[src/hw/rtl/mec_pkg.sv]
package mec_pkg;

    localparam int FRAC_BITS   = 28;
    localparam int C_W         = 31;
    localparam int XY_W        = 32;
    localparam int PROD_W      = 64;
    localparam int COUNT_W     = 16;
    localparam int COLOR_W     = 8;
    localparam int RGB_W       = 3 * COLOR_W;
    localparam int MODE_W      = 2;
    localparam int CFG_INDEX_W = 1;
    localparam int CFG_DATA_W  = 16;
    localparam int S_DATA_W    = 64;
    localparam int M_DATA_W    = 48;

    localparam int FIERY_W     = 6;
    localparam logic [FIERY_W-1:0] FIERY_LAST = FIERY_W'(50);
    localparam int PAL_IDX_W   = 8;
    localparam int BASE_COLORS_N = 16;

    localparam int QUOT_W      = 8;
    localparam int DIVIDEND_W  = COUNT_W + QUOT_W;
    localparam int DIVISOR_W   = COUNT_W + 1;
    localparam int DIV_STEPS   = QUOT_W;
    localparam int DIV_CNT_W   = $clog2(DIV_STEPS + 1);
    localparam int BLUE_B_NUM  = 255;
    localparam int BLUE_RG_NUM = 153;

    // |z|^2 bound of 4 with both squares at 2*FRAC_BITS fraction bits.
    localparam logic [PROD_W:0] ESC_LIMIT = (PROD_W + 1)'(1) << (2 * FRAC_BITS + 2);

    localparam logic [RGB_W-1:0] BASE_COLORS [BASE_COLORS_N] = '{
        24'h421E0F, 24'h19071A, 24'h09012F, 24'h040449,
        24'h000764, 24'h0C2C8A, 24'h1852B1, 24'h397DD1,
        24'h86B5E5, 24'hD3ECF8, 24'hF1E9BF, 24'hF8C95F,
        24'hFFAA00, 24'hCC8000, 24'h995700, 24'h6A3403
    };

    typedef logic [COLOR_W-1:0] ramp_t [2**FIERY_W];

    function automatic ramp_t fiery_red_table();
        ramp_t t;
        for (int i = 0; i < 2**FIERY_W; i++)
        begin
            t[i] = COLOR_W'((i * 255) / 50);
        end
        return t;
    endfunction

    function automatic ramp_t fiery_green_table();
        ramp_t t;
        for (int i = 0; i < 2**FIERY_W; i++)
        begin
            t[i] = COLOR_W'((i * 153) / 100);
        end
        return t;
    endfunction

    localparam ramp_t FIERY_RED   = fiery_red_table();
    localparam ramp_t FIERY_GREEN = fiery_green_table();

    typedef struct packed {
        logic                        start;
        logic signed [C_W-1:0]       c_real;
        logic signed [C_W-1:0]       c_imag;
        logic [COUNT_W-1:0]          iter_limit;
    } core_req_t;

    typedef struct packed {
        logic                        done;
        logic [COUNT_W-1:0]          count;
        logic [FIERY_W-1:0]          fiery_idx;
        logic [PAL_IDX_W-1:0]        pal_idx;
    } core_stat_t;

    typedef struct packed {
        logic                        start;
        logic [DIVIDEND_W-1:0]       dividend;
        logic [DIVISOR_W-1:0]        divisor;
    } div_req_t;

    typedef struct packed {
        logic                        done;
        logic [QUOT_W-1:0]           quotient;
    } div_stat_t;

endpackage

[src/hw/rtl/mec_divider.sv]
module mec_divider (
    input  logic                clk,
    input  logic                rst_n,
    input  mec_pkg::div_req_t   req,
    output mec_pkg::div_stat_t  stat
);

    logic [mec_pkg::DIVISOR_W-1:0]   rem_reg;
    logic [mec_pkg::DIVISOR_W-1:0]   divisor_reg;
    logic [mec_pkg::QUOT_W-1:0]      lo_reg;
    logic [mec_pkg::QUOT_W-1:0]      q_reg;
    logic [mec_pkg::DIV_CNT_W-1:0]   cnt_reg;
    logic                            done_reg;

    logic [mec_pkg::DIVISOR_W:0]     trial;
    logic [mec_pkg::DIVISOR_W:0]     trial_diff;
    logic                            fits;

    assign trial      = {rem_reg, lo_reg[mec_pkg::QUOT_W-1]};
    assign fits       = trial >= {1'b0, divisor_reg};
    assign trial_diff = trial - {1'b0, divisor_reg};

    // Restoring division, one quotient bit per cycle, most significant first.
    always_ff @(posedge clk or negedge rst_n)
    begin
        if (!rst_n)
        begin
            rem_reg     <= '0;
            divisor_reg <= '0;
            lo_reg      <= '0;
            q_reg       <= '0;
            cnt_reg     <= '0;
            done_reg    <= 1'b0;
        end
        else
        begin
            done_reg <= 1'b0;
            if (req.start)
            begin
                rem_reg     <= mec_pkg::DIVISOR_W'(
                                   req.dividend[mec_pkg::DIVIDEND_W-1:mec_pkg::QUOT_W]);
                lo_reg      <= req.dividend[mec_pkg::QUOT_W-1:0];
                divisor_reg <= req.divisor;
                q_reg       <= '0;
                cnt_reg     <= mec_pkg::DIV_CNT_W'(mec_pkg::DIV_STEPS);
            end
            else if (cnt_reg != '0)
            begin
                rem_reg <= fits ? trial_diff[mec_pkg::DIVISOR_W-1:0]
                                : trial[mec_pkg::DIVISOR_W-1:0];
                q_reg   <= {q_reg[mec_pkg::QUOT_W-2:0], fits};
                lo_reg  <= {lo_reg[mec_pkg::QUOT_W-2:0], 1'b0};
                cnt_reg <= cnt_reg - mec_pkg::DIV_CNT_W'(1);
                if (cnt_reg == mec_pkg::DIV_CNT_W'(1))
                begin
                    done_reg <= 1'b1;
                end
            end
        end
    end

    assign stat.done     = done_reg;
    assign stat.quotient = q_reg;

endmodule

[config.mk]
export PLATFORM = sky130hd
export DESIGN_NAME = mec_divider
export DESIGN_NICKNAME = d
export VERILOG_FILES = /design/src/hw/rtl/mec_pkg.sv /design/src/hw/rtl/mec_divider.sv
export SDC_FILE = /design/constraint.sdc
export NUM_CORES = 1
export LEC_CHECK = 0
export BUFFER_PORTS_ARGS = -buffer_cell sky130_fd_sc_hd__buf_2
export CORE_MARGIN = 1
export CORE_UTILIZATION = 59
export CTS_BUF_LIST = sky130_fd_sc_hd__clkbuf_4 sky130_fd_sc_hd__clkbuf_8
export DETAILED_ROUTE_END_ITERATION = 10
export PLACE_DENSITY = 0.82
export SLEW_MARGIN = 20
export SYNTH_ARGS = -nofsm -noshare
export SYNTH_HDL_FRONTEND = slang
export SYNTH_SLANG_ARGS = --single-unit
[constraint.sdc]
create_clock -name clk -period 3.4 [get_ports clk]
set_input_delay 0.17 -clock clk [delete_from_list [all_inputs] [get_ports clk]]
set_output_delay 0.17 -clock clk [all_outputs]
set_load 0.1 [all_outputs]
==> results of run 1 <==
synth_stat cells (2+ instances only):
cell | number | area, um^2
nand2_1 | 73 | 274
dfrtp_1 | 55 | 1380
a21oi_1 | 32 | 160
o21ai_0 | 32 | 160
nor2_1 | 24 | 90.1
inv_1 | 23 | 86.3
ha_1 | 20 | 250
mux2i_1 | 17 | 170
clkbuf_1 | 16 | 60.1
a21o_1 | 9 | 67.6
nand3_1 | 8 | 40.0
xor2_1 | 8 | 70.1
nor3_1 | 6 | 30.0
a31oi_1 | 5 | 31.3
buf_6 | 5 | 56.3
xnor2_1 | 5 | 43.8
and2_1 | 4 | 25.0
and3_1 | 4 | 25.0
buf_2 | 4 | 20.0
o31ai_1 | 4 | 30.0
a211o_1 | 3 | 26.3
a211oi_1 | 3 | 22.5
o211ai_1 | 3 | 22.5
o21ai_1 | 3 | 15.0
o221ai_1 | 3 | 26.3
a221o_1 | 2 | 20.0
a221oi_1 | 2 | 17.5
a311o_1 | 2 | 20.0
nand2b_1 | 2 | 12.5
nand3b_1 | 2 | 15.0
how the worst max path moves through the flow:
stage                   to  slack [ns]  depth (start not counted)
2_1_floorplan  rem_reg[16]        0.85                         11
3_3_place_gp   rem_reg[16]        0.70                         11
3_5_place_dp   rem_reg[16]        0.64                         11
4_1_cts        rem_reg[16]        0.57                         11
5_1_grt        rem_reg[16]        0.44                         11
6_report       rem_reg[16]        0.57                         11
timing repair:
item,CTS,global route
hold buffers,0,1
buffers inserted,0,0
hold endpoints to repair,0,45
through the flow:
step	utilization, %	area, um^2	power [uW]	cells
final	68.9	3860	3250	513
after detailed placement	67.1	3760	2860	505
after global placement	67.1	3760	2800	505
after CTS	68.6	3850	3250	512
after floorplan	-	3510	2540	402
after global routing	68.9	3860	3500	513
where the power goes:
part	total, uW	switching [uW]	internal [uW]
registers	948	128	821
clock network	379	219	161
logic	1930	1160	771
total	3250	1500	1750
logic make-up (layout without fill, tap and decap cells):
family / count (synthesis) / after routing
adders and majority gates: 21 / 21
xor gates and xnor gates: 13 / 13
and+or+nand+nor: 129 / 129
AOI/OAI and AO/OA: 116 / 116
DFF: 55 / 55
muxes: 18 / 18
buffers and inverters: 50 / 89
worst max-delay path: stages, from the launching register on:
cell and delay, ns:
dfrtp_1 0.39, inv_1 0.07, ha_1 0.16, inv_1 0.05, fa_1 0.42, a21o_1 0.25, a31oi_4 0.26, o21ai_2 0.12
a211o_1 0.28, buf_4 0.19, or4b_4 0.49, o211ai_2 0.08
final cells by class:
class / instances / area, um^2
Tap cell: 72 / 90.1
Timing Repair Buffer: 59 / 318
Multi-Input combinational cell: 297 / 1900
Inverter: 23 / 86.3
Fill cell: 478 / 1750
Clock buffer: 6 / 82.6
Clock inverter: 1 / 5.00
Sequential cell: 55 / 1380
metal layers:
layer / wire length, um / GRT usage [%]
met5: 0 / 0
met4: 61 / 8.36
met3: 299 / 4.14
met2: 3690 / 43.4
met1: 3500 / 33.8
==> metrics, run 1 <==
status completed; unrepaired setup endpoints after global routing no; clk root buf clkbuf_8; I/O pins between 50 and 60; fraction of layout cells with a size suffix above 1 16.8%; mux contribution to synthesized area 5.16%; Worst setup EP type flip-flop; Hold EP divisor_reg[13]; final net count approximately 500; cell row count 27; worst ir drop on vdd between 0.0003 and 0.0004 V; Synth Area in Compound Gates between 20% and 30%; RR Endpoint rem_reg[16]; Clock Latency Late Sink 0.31 ns; FF+latch count, synth 55; # diodes 0; post-DR wirelength/cell 14.7 um; GP Congestion roughly 0.85; DR iter-0 viols about 210; DR vias 2,900; drt total wl roughly 7500 um; Worst Path Required ~3.6 ns; sum of negative setup slack 0 ns; f_max 353 MHz; post-synthesis adder-cell area fraction 7.69%; Tcrit/Tclk final 83.3%; Slew Limit Fails 0; Crit Path Max Fanout 10; Sink Count 55; area growth from synthesis to layout 9.90%; max_cap viols 0; CTS Buffer Depth 2; final setup margin 0.569 ns; startpoint types flip-flop; I/O Buffers 52; Final Hold Viols 0; chip width around 79 um; Worst Path Arrival 3.06 ns; RR Startpoint lo_reg[7]; hold_sp req[13]; Post-Syn Area per Cell between 8 and 9 um^2; area share of and/or/nand/nor cells after synthesis 16.3%; CTS buffer count 5; vias in the first global route ~2,800; Via density around 5.7; Hold WC Path Type in2reg; Die ar. approximately 6300 um^2; FF-to-FF path depth 11; Cells after Synth between 400 and 500; # setup viols final 0; warnings from Yosys 0; gr usage total roughly a quarter; Post-DP HPWL between 5000 and 6000 um; die height 79.2 um; EDFF count, synth 0; DRC 0; Cell variety after synth between 50 and 60; initial antenna violation count 0; pre-CTS WS around 0.64 ns; worst hold stages 3; CTS H-tree depth 2; Starting Density a little over three fifths; share of flip-flops with an asynchronous set or reset 100%; first-pass GRT wire length around 13,000 um; register area share after synthesis around 40%; CTS tree built; ANT nets after route 0; post-synthesis cell area around 3500 um^2; Most used DFF post-synth dfrtp_1; post-synth net total roughly 470; Post-CTS Resized 0; drt pass-1 iters 4; gr ovfl total 0; main combinational cell family by area after synthesis compound AO/OA/AOI/OAI gates; commonest non-fill, non-tap cell in the layout nand2_1; largest net degree at the start of global routing 84; crit path from lo_reg[7]; P_leak between 0.0015 and 0.002 uW; P per Cell Area around 840 nW/um^2; most frequent cells in the layout nand2_1 (73), dfrtp_1 (55), buf_2 (51); worst setup path class reg2reg; area of the core between 5000 and 6000 um^2; Rel. slew slack ~32%; CTS clk-pin slew, worst paths around 0.10 ns; worst slew pin tran just over 1 ns; xor and xnor area share after synthesis under 10%; worst reg-to-reg setup slack about 0.57 ns; hold slack final 0.0600 ns; clk_skew ~0.010 ns; min Tclk post-route around 2.8 ns
Power figures use the tool's default switching activity.
==> run 2, diff against run 1 <==
Settings changed: CORE_UTILIZATION 59 to 54, PLACE_DENSITY 0.82 to 0.79.
Clock period 3.4 ns to 2.55 ns, I/O delays scaled along.
==> metrics, run 2 (synthesis gave the netlist of run 1 again) <==
DRC 0; CP Cell Sequence inv_2, ha_4, inv_2, fa_2, a21o_1, a31oi_4, o21ai_2, a211o_1, buf_4, mux2i_1, a221o_1; register area roughly 1400 um^2; drt total wl between 8000 and 9000 um; final setup margin a little over 0.003 ns; chip width a little over 80 um; hold slack final 0.00455 ns; worst setup path class reg2reg; # fillers between 500 and 600; min Tclk post-route between 2 and 3 ns; Starting Density about 56%; first-pass GRT wire length 13,100 um; post-DR wirelength/cell 14.9 um; # setup viols final 0; CTS buffer count 5; CTS clk-pin slew, worst paths about 0.10 ns; clk root buf clkbuf_8; area of the core 6310 um^2; unrepaired setup endpoints after global routing yes; Tcrit/Tclk final between 90 and 100%; Die ar. 6830 um^2; max_cap viols 0; f_max 393 MHz; vias in the first global route about 2,900; most frequent cells in the layout nand2_1 (73), dfrtp_1 (55), buf_2 (51); Hold WC Path Type in2reg; CTS H-tree depth 2; commonest non-fill, non-tap cell in the layout nand2_1; status completed; Post-DP HPWL around 5600 um; DR vias slightly above 3,000; crit path from lo_reg[7]; I/O Buffers between 50 and 60; gr usage total between 20% and 30%; hold_sp req[20]; largest net degree at the start of global routing 45; Via density 5.58; clk_skew roughly 0.0048 ns; Slew Limit Fails 0; area growth from synthesis to layout 17.8%; CTS Buffer Depth 2; Worst Path Arrival 2.76 ns; final net count ~530; Sink Count between 50 and 60; worst slew pin tran approximately 0.72 ns; pre-CTS WS -0.110 ns; DR iter-0 viols around 170; cell row count 29; Crit Path Max Fanout 5; die height between 80 and 90 um; GP Congestion around 0.89; Worst Path Required about 2.8 ns; largest incremental delay on the critical path approximately 0.40 ns; RR Startpoint lo_reg[7]; Worst setup EP type flip-flop; startpoint types flip-flop; drt pass-1 iters 5; Clock Latency Late Sink about 0.32 ns; worst ir drop on vdd ~0.00056 V; initial antenna violation count 0; P_leak approximately 0.0021 uW; ANT nets after route 0; CTS tree built; gr ovfl total 0; # diodes 0; P per Cell Area between 1000 and 1500 nW/um^2; I/O pins 53; crit path max-delay cell type dfrtp_1; most used cell, CP inv_2; fraction of layout cells with a size suffix above 1 23.4%; Rel. slew slack a little over half; Final Hold Viols 0; multi-input logic area around 1900 um^2
## run 2: area by class of cell
class | instances | share of cell area, %
Clock buffer | 6 | 1.99
Tap cell | 77 | 2.33
Sequential cell | 55 | 33.2
Multi-Input combinational cell | 297 | 46.9
Clock inverter | 2 | 0.393
Timing Repair Buffer | 87 | 13.0
Inverter | 23 | 2.09
## run 2: power by group
part | switching [uW] | total, uW | leakage (uW) | internal [uW]
Combinational | 1680 | 3010 | 0.00133 | 1330
Sequential | 178 | 1270 | 0.000681 | 1090
Clock | 310 | 533 | 0.0000474 | 223
## run 2: worst paths after layout
| path | endpoint | slack (ns) | cells past startpoint |
|---|---|---|---|
| setup / recovery | rem_reg[0] | 0.003 | 11 |
| hold / removal | lo_reg[3] | 0.005 | 3 |
| setup reg to reg | rem_reg[0] | 0.003 | 11 |
| hold reg to reg | cnt_reg[3] | 0.54 | 1 |
| max in group asynchronous | lo_reg[5] | 1.68 | 3 |
| min in group asynchronous | divisor_reg[16] | 0.33 | 2 |
## run 2: layer usage
layer | track usage [%] | vias to the layer above | part of all wire, %
met5 | 0 | - | 0
met4 | 9.14 | 0 | 2.3
met3 | 3.85 | 19 | 4.6
met2 | 42.5 | 78 | 48
met1 | 33.1 | 1426 | 45
li1 | - | 1531 | -
## run 2: timing repair
action	4_1_cts	5_1_grt
gates cloned	0	0
buffers inserted	4	2
resized for setup	3	10
pin swaps	3	6
endpoints found under the setup margin	5	16
endpoints found under the hold margin	1	0
hold buffers	1	0
## run 2: worst max-delay path, delay by kind of cell (launching register included)
family	cells	cell delay (ns)
AO/OA/AOI/OAI	5	1.18
adder cells (fa/ha/maj)	2	0.48
flip-flops	1	0.40
buffers and inverters	3	0.29
multiplexers	1	0.12
## run 2: through the flow
step / TNS, ns / instances / total power (uW) / area, um^2 / utilization [%]
final: 0 / 547 / 4810 / 4140 / 65.6
after global routing: -0.586 / 547 / 5160 / 4140 / 65.6
after CTS: 0 / 545 / 4700 / 4080 / 64.6
after detailed placement: -0.241 / 532 / 4050 / 3930 / 62.3
after global placement: -0.00516 / 532 / 3980 / 3930 / 62.3
after floorplan: 0 / 402 / 3380 / 3510 / -
==> run 3, diff against run 2 <==
Settings changed: RECOVER_POWER from default to 100.
==> metrics, run 3 (synthesis gave the netlist of run 1 again) <==
status completed; post-DR wirelength/cell roughly 15 um; Worst setup EP type flip-flop; CTS clk-pin slew, worst paths approximately 0.1 ns; RR Startpoint lo_reg[7]; worst slew pin tran 1.17 ns; Hold WC Path Type in2reg; combinational cell fraction of total power 62.3%; DR vias 3,037; f_max approximately 390 MHz; largest net degree at the start of global routing 45; gr ovfl total 0; Tcrit/Tclk final about 100%; area growth from synthesis to layout 17.1%; crit path from lo_reg[7]; most frequent cells in the layout nand2_1 (73), dfrtp_1 (55), buf_2 (42); RR Endpoint rem_reg[0]; FF-to-FF path depth 11; Flop pwr share around a quarter; final net count roughly 530; startpoint types flip-flop; vias in the first global route roughly 2,900; DR iter-0 viols 162; M1 wire length about 3600 um; Final Hold Viols 0; P_leak 0.00201 uW; switch share 45.0%; clk root buf clkbuf_8; unrepaired setup endpoints after global routing yes; design area 4110 um^2; I/O Buffers 52; placed cell areas 3930 um^2; fraction of layout cells with a size suffix above 1 20.9%; CTS H-tree depth 2; Post-DP HPWL about 5600 um; initial antenna violation count 0; metal3 WL about 360 um; Final Util between 60% and 70%; Starting Density ~56%; Clock Latency Late Sink about 0.32 ns; Design Power approximately 4800 uW; CTS buffer count 5; chip width a little over 80 um; Int Power ~2600 uW; Worst Path Arrival between 2 and 3 ns; ANT nets after route 0; Setup crit end rem_reg[0]; met2 WL a little under 4000 um; I/O pins 53; clk_skew a little under 0.006 ns; worst setup path class reg2reg; commonest non-fill, non-tap cell in the layout nand2_1; worst reg-to-reg setup slack 0.009 ns; area of the core about 6300 um^2; gr usage total between 20 and 30%; Die ar. just under 7000 um^2; Max Used Layer met4; min Tclk post-route 2.54 ns; cell row count 29; Via density around 5.6; Rel. slew slack between 20 and 25%; hold slack final roughly 0.0045 ns; net switching power 2150 uW; # setup viols final 0; # diodes 0; Slew Limit Fails 0; die height just over 80 um; first-pass GRT wire length approximately 13,000 um; GP Congestion between 0.8 and 0.9; drt total wl around 8000 um; Worst Path Required between 2 and 3 ns; P per Cell Area about 1200 nW/um^2; Crit Path Max Fanout 5; DRC 0; clock share of power between 10 and 15%; Sink Count 55; CTS Buffer Depth 2; max_cap viols 0; worst ir drop on vdd between 0.0005 and 0.0006 V; drt pass-1 iters 6; CTS tree built
-- run 3: cell count changes in the layout (fill, tap and decap cells not counted), sizes merged --
| cell | before | now |
|---|---|---|
| clkbuf | 6 | 20 |
| buf | 86 | 72 |
-- run 3: worst min-delay path by stage --
stage,startpoint,endpoint,cells past startpoint
global route,req[20],lo_reg[3],3
CTS,req[22],lo_reg[5],3
detailed placement,req[22],lo_reg[5],3
floorplan,rst_n,cnt_reg[0],0
global placement,req[21],lo_reg[4],3
finish,req[20],lo_reg[3],3
-- run 3: cell type report --
cell class / count / area (um^2)
Inverter: 23 / 86.3
Fill cell: 567 / 2200
Timing Repair Buffer: 87 / 512
Clock buffer: 6 / 82.6
Multi-Input combinational cell: 297 / 1940
Clock inverter: 2 / 16.3
Sequential cell: 55 / 1380
Tap cell: 77 / 96.3
-- run 3: what timing repair did --
item / in CTS / in global routing
hold buffers: 1 / 0
pin swaps: 3 / 6
gates resized for setup: 3 / 10
endpoints found under the hold margin: 1 / 0
setup endpoints to repair: 5 / 16
buffers inserted: 4 / 2
-- run 3: power by group through the flow --
stage | sequential [uW] | clock [uW] | combinational (uW)
after detailed placement | 1280 | 0 | 2780
after global placement | 1270 | 0 | 2710
after floorplan | 1360 | 0 | 2020
after CTS | 1260 | 542 | 2890
after global routing | 1300 | 567 | 3280
final | 1270 | 532 | 2980
-- run 3: routing by layer --
metal  up-vias  global-route usage, %
met1      1408                   33.1
met2        78                   42.5
met5         -                      0
met3        18                   3.85
met4         0                   9.14
li1       1533                      -
-- run 3: metrics by stage --
step / TNS [ns] / cells / worst slack (ns)
final: 0 / 547 / 0.00895
after global routing: -0.607 / 547 / -0.0798
after CTS: 0 / 545 / 0.00353
after detailed placement: -0.241 / 532 / -0.110
after global placement: -0.00516 / 532 / -0.00320
after floorplan: 0 / 402 / 0.000384
-- run 3: worst max-delay path: stages, from the launching register on --
cell	delay [ns]
dfrtp_1	0.40
inv_2	0.08
ha_4	0.13
inv_2	0.04
fa_2	0.35
a21o_1	0.22
a31oi_4	0.20
o21ai_2	0.08
a211o_1	0.34
buf_4	0.17
mux2i_1	0.12
a221o_1	0.32
